===== src/hdl/sprt_pkg.sv =====
// Shared types and constants for the serial pattern randomness test core.
// No dependencies; every other file imports this package.
`timescale 1ns / 1ps

package sprt_pkg;

	// Default sizing for the top level parameters
	localparam int DEF_MAX_BLOCK_LEN = 10;
	localparam int DEF_MAX_SEQ_BYTES = 1048576;

	// Field widths
	localparam int DATA_W    = 8;
	localparam int CNT_W     = 24;
	localparam int SUM_W     = 47;
	localparam int STAT_W    = 58;
	localparam int LIM_W     = 57;
	localparam int LEN_W     = 5;
	localparam int BLEN_W    = 4;
	localparam int CFG_IDX_W = 2;
	localparam int CFG_W     = 57;

	// Register indexes
	localparam logic [CFG_IDX_W-1:0] CFG_BLOCK_LEN    = 2'd0;
	localparam logic [CFG_IDX_W-1:0] CFG_LIMIT_FIRST  = 2'd1;
	localparam logic [CFG_IDX_W-1:0] CFG_LIMIT_SECOND = 2'd2;

	localparam logic [BLEN_W-1:0] BLOCK_LEN_RESET = 4'd3;
	localparam int MIN_BLOCK_LEN = 3;

	// Sequencer step counts
	localparam int BYTE_LAST_BIT = 7;
	localparam int DRAIN_LAST    = 2;

	// Number of folded histograms (m, m-1, m-2)
	localparam int NFOLD = 3;

	typedef enum logic [3:0] {
		ST_CLEAR,
		ST_IDLE,
		ST_BITS,
		ST_WRAP,
		ST_WALK,
		ST_DRAIN,
		ST_FIN1,
		ST_FIN2,
		ST_FIN3,
		ST_LOAD
	} state_t;

	// Controller to datapath commands
	typedef struct packed {
		logic load;       // take a new byte
		logic bit_step;   // shift one data bit
		logic wrap_step;  // shift one kept head bit
		logic seq_start;  // latch m and short flag, clear sums
		logic walk_step;  // read and zero one histogram entry
		logic walk_acc;   // fold the entry into the sums
		logic seq_clear;  // clear window, head and bit count
		logic fin1;
		logic fin2;
		logic fin3;
		logic out_load;
	} cmd_t;

	// Datapath to controller status
	typedef struct packed {
		logic out_full;
	} status_t;

endpackage


===== src/hdl/sprt_ctrl.sv =====
// Sequencer for the serial pattern randomness test: bit steps, wrap, histogram walk, finish.
// Depends on sprt_pkg.
`timescale 1ns / 1ps

module sprt_ctrl import sprt_pkg::*; #(
	parameter int MAX_BLOCK_LEN = DEF_MAX_BLOCK_LEN
) (
	input  logic    clk,
	input  logic    arst_n,
	input  logic    in_valid,
	input  logic    in_last,
	output logic    in_ready,
	input  status_t status,
	input  logic    out_ready,
	output cmd_t    cmd
);

	localparam int IW = MAX_BLOCK_LEN;

	state_t        state_q, state_d;
	logic [IW-1:0] cnt_q;
	logic          last_q;
	logic          accept;
	logic          cnt_clr;

	assign accept  = in_valid && in_ready;
	assign cnt_clr = (state_d != state_q) || accept;

	// Next state
	always_comb begin
		state_d = state_q;
		unique case (state_q)
			ST_CLEAR: begin
				if (cnt_q == '1) state_d = ST_IDLE;
			end
			ST_IDLE: begin
				if (in_valid) state_d = ST_BITS;
			end
			ST_BITS: begin
				if (cnt_q == IW'(BYTE_LAST_BIT)) begin
					if (last_q) state_d = ST_WRAP;
					else if (in_valid) state_d = ST_BITS;
					else state_d = ST_IDLE;
				end
			end
			ST_WRAP: begin
				if (cnt_q == IW'(MAX_BLOCK_LEN - 2)) state_d = ST_WALK;
			end
			ST_WALK: begin
				if (cnt_q == '1) state_d = ST_DRAIN;
			end
			ST_DRAIN: begin
				if (cnt_q == IW'(DRAIN_LAST)) state_d = ST_FIN1;
			end
			ST_FIN1: state_d = ST_FIN2;
			ST_FIN2: state_d = ST_FIN3;
			ST_FIN3: state_d = ST_LOAD;
			ST_LOAD: begin
				if (!status.out_full || out_ready) state_d = ST_IDLE;
			end
			default: state_d = ST_IDLE;
		endcase
	end

	// Outputs
	always_comb begin
		cmd      = '0;
		in_ready = 1'b0;
		unique case (state_q)
			ST_CLEAR: cmd.walk_step = 1'b1;
			ST_IDLE: begin
				in_ready = 1'b1;
			end
			ST_BITS: begin
				cmd.bit_step = 1'b1;
				in_ready     = (cnt_q == IW'(BYTE_LAST_BIT)) && !last_q;
			end
			ST_WRAP: begin
				cmd.wrap_step = 1'b1;
				cmd.seq_start = (cnt_q == '0);
			end
			ST_WALK: begin
				cmd.walk_step = 1'b1;
				cmd.walk_acc  = 1'b1;
				cmd.seq_clear = (cnt_q == '0);
			end
			ST_DRAIN: ;
			ST_FIN1: cmd.fin1 = 1'b1;
			ST_FIN2: cmd.fin2 = 1'b1;
			ST_FIN3: cmd.fin3 = 1'b1;
			ST_LOAD: cmd.out_load = !status.out_full || out_ready;
			default: ;
		endcase
		cmd.load = accept;
	end

	// State, step counter and final-byte flag
	always_ff @(posedge clk or negedge arst_n) begin
		if (!arst_n) begin
			state_q <= ST_CLEAR;
			cnt_q   <= '0;
			last_q  <= 1'b0;
		end else begin
			state_q <= state_d;
			if (cnt_clr) cnt_q <= '0;
			else cnt_q <= cnt_q + 1'b1;
			if (accept) last_q <= in_last;
		end
	end

	// A request taken always starts a byte of bit steps
	a_accept_bits: assert property (@(posedge clk) disable iff (!arst_n)
		accept |=> state_q == ST_BITS && cnt_q == '0)
		else $error("accepted byte did not start bit steps");

	// Result is never loaded over one still waiting
	a_no_overwrite: assert property (@(posedge clk) disable iff (!arst_n)
		cmd.out_load |-> (!status.out_full || out_ready))
		else $error("result loaded while output held");

	// Final byte always goes on to the wrap
	a_last_wraps: assert property (@(posedge clk) disable iff (!arst_n)
		(state_q == ST_BITS && cnt_q == IW'(BYTE_LAST_BIT) && last_q) |=> state_q == ST_WRAP)
		else $error("final byte skipped the wrap");

	// No request taken while the histogram is being walked
	a_walk_busy: assert property (@(posedge clk) disable iff (!arst_n)
		(state_q == ST_WALK || state_q == ST_CLEAR) |-> !in_ready)
		else $error("request taken during walk");

endmodule


===== config.mk =====
export PLATFORM = sky130hd
export DESIGN_NAME = sprt_ctrl
export DESIGN_NICKNAME = d
export VERILOG_FILES = /design/src/hdl/sprt_pkg.sv /design/src/hdl/sprt_ctrl.sv
export SDC_FILE = /design/constraint.sdc
export NUM_CORES = 1
export LEC_CHECK = 0
export ABC_AREA = 0
export BUFFER_PORTS_ARGS = -buffer_cell sky130_fd_sc_hd__buf_4
export CAP_MARGIN = 20
export CORE_AREA = 2 2 83 61
export CTS_CLUSTER_DIAMETER = 120
export DETAILED_ROUTE_END_ITERATION = 6
export DIE_AREA = 0 0 85 63
export HOLD_SLACK_MARGIN = 0.06
export PLACE_DENSITY = 0.52
export SLEW_MARGIN = 20
export SYNTH_ARGS = -nofsm -noshare
export SYNTH_HDL_FRONTEND = slang
export SYNTH_SLANG_ARGS = --single-unit

===== constraint.sdc =====
create_clock -name clk -period 1.86 [get_ports clk]
set_input_delay 0 -clock clk [delete_from_list [all_inputs] [get_ports clk]]
set_output_delay 0 -clock clk [all_outputs]
set_load 0.05 [all_outputs]

Yosys cells after proc, flatten, opt, wreduce, memory -nomap -nowiden
Index checks and enable logic that the tools add are counted.
Word-level totals
  flip-flop bits (word level): 15
  bits of input ports: 6
  output and inout port bits: 12
Operators by class
  add/sub/neg operators: 1
  equality and inequality tests: 14
  muxes and demuxes: 20
  reductions and logical operators: 9
Operators with widths (count)
  $pmux 4 s10: 1
  $mux 4: 7
  $eq 4x3->1 const B: 4
  $add 10x1->10 const B: 1
  $eq 10x10->1 const B: 1
  $eq 10x2->1 const B: 1
  $eq 10x3->1 const B: 1
  $eq 10x4->1 const B: 1
  $logic_not 10->1: 1
  $mux 10: 1
  $eq 4x2->1 const B: 2
  $eq 4x4->1 const B: 2
  $mux 2: 4
  $mux 1: 6
  $eq 4x1->1 const B: 1
  $logic_not 4->1: 1
  $ne 4x4->1: 1
  $logic_and 1x1->1: 2
  $logic_not 1->1: 2
  $logic_or 1x1->1: 2
  $pmux 1 s2: 1
  $reduce_or 2->1: 1

Depth between registers and ports, before layout
  word-level depth: 7
  mapped depth: 8
  depth with buffers taken out: 8

Worst setup path after synthesis
No wires, ideal clock.
  kind: reg-to-reg
  start point: register state_q[0]
  end point: register cnt_q[1]
  setup time: 0.132 ns
  arrival time: 2.562 ns
  required time: 1.728 ns
  path slack: -0.834 ns
  cell stages (with the launch flop): 8
  buffers on the path: 1
  period minus slack after synthesis: 2.694 ns
  cells stage by stage: dfrtp_1 > buf_2 > nor3_1 > nand3_1 > o32a_1 > nand3_1 > xor2_4 > nor3b_1
Between the ends
  longest elaborated chain between the ends: 5
Ends and longest elaborated chain
  from (decl): RTL line sprt_ctrl.sv:20  | state_t state_q, state_d;
  from (signal assigned): RTL line sprt_ctrl.sv:104  | state_q <= state_d;
  $eq 4x4->1, or another cell as far along: RTL line sprt_ctrl.sv:32  | unique case (state_q)
  $pmux 4 s10 (*): RTL line sprt_ctrl.sv:32
  named net state_d[0]: RTL line sprt_ctrl.sv:20
  $ne 4x4->1 (*): RTL line sprt_ctrl.sv:27  | assign cnt_clr = (state_d != state_q) || accept;
  $logic_or 1x1->1 (*): RTL line sprt_ctrl.sv:27
  $mux 10 (*): RTL line sprt_ctrl.sv:105  | if (cnt_clr) cnt_q <= '0;
  to (signal assigned): RTL line sprt_ctrl.sv:106  | else cnt_q <= cnt_q + 1'b1;
  to (decl): RTL line sprt_ctrl.sv:21  | logic [IW-1:0] cnt_q;
The timed path passes the listed nets; every way through them passes the cells marked *.
A chain may end at the register's enable or synchronous reset.

Final worst setup path
  start point: register cnt_q[7]
  end point: register cnt_q[0]
Between the ends
  longest elaborated chain between the ends: 6
Ends and longest elaborated chain
  $eq 10x2->1, or another cell as far along: RTL line sprt_ctrl.sv:53  | if (cnt_q == IW'(DRAIN_LAST)) state_d = ST_FIN1;
  $mux 4, or another cell as far along: RTL line sprt_ctrl.sv:53
  $pmux 4 s10 or $pmux 1 s2 (tied branches): RTL line sprt_ctrl.sv:32, sprt_ctrl.sv:69
  $ne 4x4->1 or $logic_and 1x1->1 (tied branches): RTL line sprt_ctrl.sv:27, sprt_ctrl.sv:26
  $logic_or 1x1->1 (*): RTL line sprt_ctrl.sv:27
  $mux 10 (*): RTL line sprt_ctrl.sv:105
Every way passes the cells marked *; elsewhere a longest branch is shown, timed or not.

==> run_results.csv <==
group,metric,value,unit
sta,min_period_over_period,112,%
synthesis,post_synth_main_area_contributors,"sky130_fd_sc_hd__dfrtp_1, sky130_fd_sc_hd__nor3_1, sky130_fd_sc_hd__nand2_1, sky130_fd_sc_hd__xor2_1, sky130_fd_sc_hd__ha_1",
critical_path,worst_setup_path_end_kind,"flop",
floorplanning,placeableCoreArea,4600,um2
grt,total_congestion_overflow,0,
clock_tree,worstSkewPairLatency,0.25,ns
synthesis,synth.largest_area_cell,"sky130_fd_sc_hd__dfrtp_1",
power,power_density,325,nW/um2
critical_path,worstReg2RegEnd,"cnt_q[0]",
critical_path,crit_type,"reg2reg",
synthesis,number_of_enable_type_register_cells_in_the_synthesized_netlist,0,
grt,grt_pass1_vias,1037,
critical_path,cp-start-kind,"flop",
critical_path,worst-path-max-fanout,5,
floorplanning,die_h,63,um
cells_and_area,stdcell_count,233,
power,power.total,613,uW
detailed_routing,drc_errors,0,
synthesis,postSynthNetCount,129,
sta,finalWorstSetupSlack,-0.231,ns
critical_path,reg2regPathDepth,7,
synthesis,number_of_instances_in_the_synthesized_netlist,120,
cells_and_area,area_delta_synth_final,76.5,%
sta,final.min_clock_period,2.09,ns
detailed_routing,drt-wirelength-per-cell,14.4,um
critical_path,critPathArrivalTime,2.26,ns
critical_path,critPathLaunch,"cnt_q[7]",
cells_and_area,multiInputGateArea,870,um2
detailed_routing,route.final.wire_length,3350,um
synthesis,ys.flop_type,"sky130_fd_sc_hd__dfrtp_1",
placed_design,detailed_place_hpwl,2340,um
critical_path,regToRegStartpoint,"cnt_q[7]",
power,leakage_power_total,0.000793,uW
synthesis,synth.top_cells.by_count,"sky130_fd_sc_hd__nor3_1, sky130_fd_sc_hd__dfrtp_1, sky130_fd_sc_hd__nand2_1, sky130_fd_sc_hd__nor2_1, sky130_fd_sc_hd__nand3_1",
placed_design,dp.cells,221,
grt,grt_first_pass_wirelength,4930,um
sta,hold_ws,0.150,ns
cells_and_area,layout.nets,186,
sta,max_clock_freq,0.478,GHz
critical_path,r2r_setup_slk,-0.23,ns
grt,globalRouteTotalUtil,11.6,%
clock_tree,clock_tree_from_tritoncts,"done",
floorplanning,io-pin-count,18,
synthesis,syn-cell-area,1070,um2
hold_path,min_path_type,"in2async",
grt,grt_antenna_before_repair,0,
critical_path,cp_cell_sequence,"nor4_4, nand4_4, a221oi_4, a2bb2oi_2, o211ai_4, clkbuf_16, nor3_2",
synthesis,fraction_of_synthesized_cell_area_taken_by_the_top_area_cell_type,35.1,%
cells_and_area,fillerInstances,437,
clock_tree,root_buffer,"sky130_fd_sc_hd__clkbuf_8",
detailed_routing,number_of_drc_markers_after_the_initial_detailed_route_iteration,89,
synthesis,ys_seq_area_share,35.1,%
sta,maxSlewViolCount,0,
synthesis,yosysMostFrequentCell,"sky130_fd_sc_hd__nor3_1",
power,vdd.ir_drop.worst,0.000238,V
placed_design,dp_worst_setup_slack,-0.259,ns
floorplanning,std_cell_rows,21,
sta,worst_slew_margin_rel,74.9,%
clock_tree,clock_sink_count,15,
synthesis,yosysWarningCount,0,
synthesis,synth.distinct_cells,39,
cells_and_area,drive_gt1_share,55.7,%
outcome,status,"finished with violations",
critical_path,cp_slowest_cell,"sky130_fd_sc_hd__dfrtp_1",
cells_and_area,antenna-diode-count,0,
critical_path,critical-path-max-stage-delay,0.41,ns
clock_tree,cts_bufs_inserted,3,
detailed_routing,dr.pass1.iters,4,
cells_and_area,finish.utilization,41.1,%
critical_path,critPathBufInv,1,
grt,maximum_number_of_pins_on_one_net_before_global_route_repair,16,
synthesis,avgSynthCellArea,8.91,um2
critical_path,cp.required,2.03,ns
floorplanning,die_width,85,um
clock_tree,clock_path_buffers,2,
critical_path,timing.critical_path.max_delay_family,"simple AND/OR/NAND/NOR gates",
floorplanning,initial_standard_cell_utilization_of_the_core,23.3,%
synthesis,synthArstFlopShare,100,%
sta,clock-skew-final,0.00286,ns
detailed_routing,ant_nets,0,
synthesis,ys_ff_latch,15,
floorplanning,die-area,5360,um2
sta,worst-slew-pin-transition,0.374,ns
sta,hold_viol,0,
detailed_routing,avgViaCountPerCell,4.72,
outcome,violated_checks,"setup timing",
placed_design,place_congestion,0.812,
placed_design,io_buffer_count,17,
flow_run,max_cap_viol_count,0,
clock_tree,cts_max_level,1,
detailed_routing,detailroute.via_count,1099,
cells_and_area,sequential_standard_cell_area,375,um2
clock_tree,worst_setup_hold_path_clk_slew,0.06,ns
sta,grt_setup_unrepaired,"true",
sta,setup_violations,13,
## metal layers
layer / global-route usage, % / share of wire (%) / wire length (um)
met1: 17.3 / 51 / 1710
met2: 16.6 / 45 / 1520
met3: 2.77 / 2.1 / 70
met4: 2.98 / 1.4 / 46
met5: 0 / 0 / 0
## power breakdown
group          total, uW  switching (uW)  internal, uW
combinational       22.4            11.6          10.8
sequential           326               0           326
clock                265             113           152
## per-stage QoR
stage	instance area (um2)	TNS (ns)
floorplan	1120	-1.41
global placement	1530	-1.96
CTS	1620	-2.03
finish	1890	-2.32
detailed placement	1530	-2.49
global route	1890	-3.77
## logic make-up (layout without fill, tap and decap cells)
group / after synthesis / after routing / share of synthesized area, %
flip-flops: 15 / 15 / 35.1
AO/OA/AOI/OAI: 14 / 14 / 11.7
adder cells (fa/ha/maj): 3 / 3 / 3.51
XOR/XNOR: 9 / 9 / 9.12
AND/OR/NAND/NOR: 67 / 67 / 35.7
buffers and inverters: 12 / 68 / 4.91
## flip-flops by register name, indices dropped and copies added (netlist names)
register / flops
cnt_q: 10
last_q: 1
state_q: 4
## layout make-up
cell class	instances	share of cell area [%]
Multi-Input combinational cell	93	46.1
Timing Repair Buffer	58	26.6
Sequential cell	15	19.9
Tap cell	57	3.78
Clock buffer	4	2.39
Inverter	6	1.33
## what timing repair did
action	in CTS	in global routing
endpoints found under the setup margin	12	17
gates resized for setup	1	39
endpoints found under the hold margin	16	0
gates cloned	0	1
hold buffers	2	0
pin swaps	3	14
setup buffers	2	5
## how the worst max path moves through the flow
stage | endpoint | slack [ns] | depth (start not counted)
6_report | cnt_q[0] | -0.23 | 7
4_1_cts | cnt_q[1] | -0.19 | 7
3_5_place_dp | cnt_q[3] | -0.26 | 8
3_3_place_gp | cnt_q[1] | -0.21 | 8
5_1_grt | cnt_q[0] | -0.35 | 7
2_1_floorplan | cmd[4] | -0.53 | 3
## cells in the final DEF (no fill, tap or decap), drive strengths merged, types with 5 or more instances in the layout
master	Yosys	routed
buf	4	55
clkbuf	2	5
dfrtp	15	15
inv	6	6
nand2	12	12
nand3	7	7
nor2	8	8
nor3	16	16
xor2	6	6
Power figures use the tool's default switching activity.
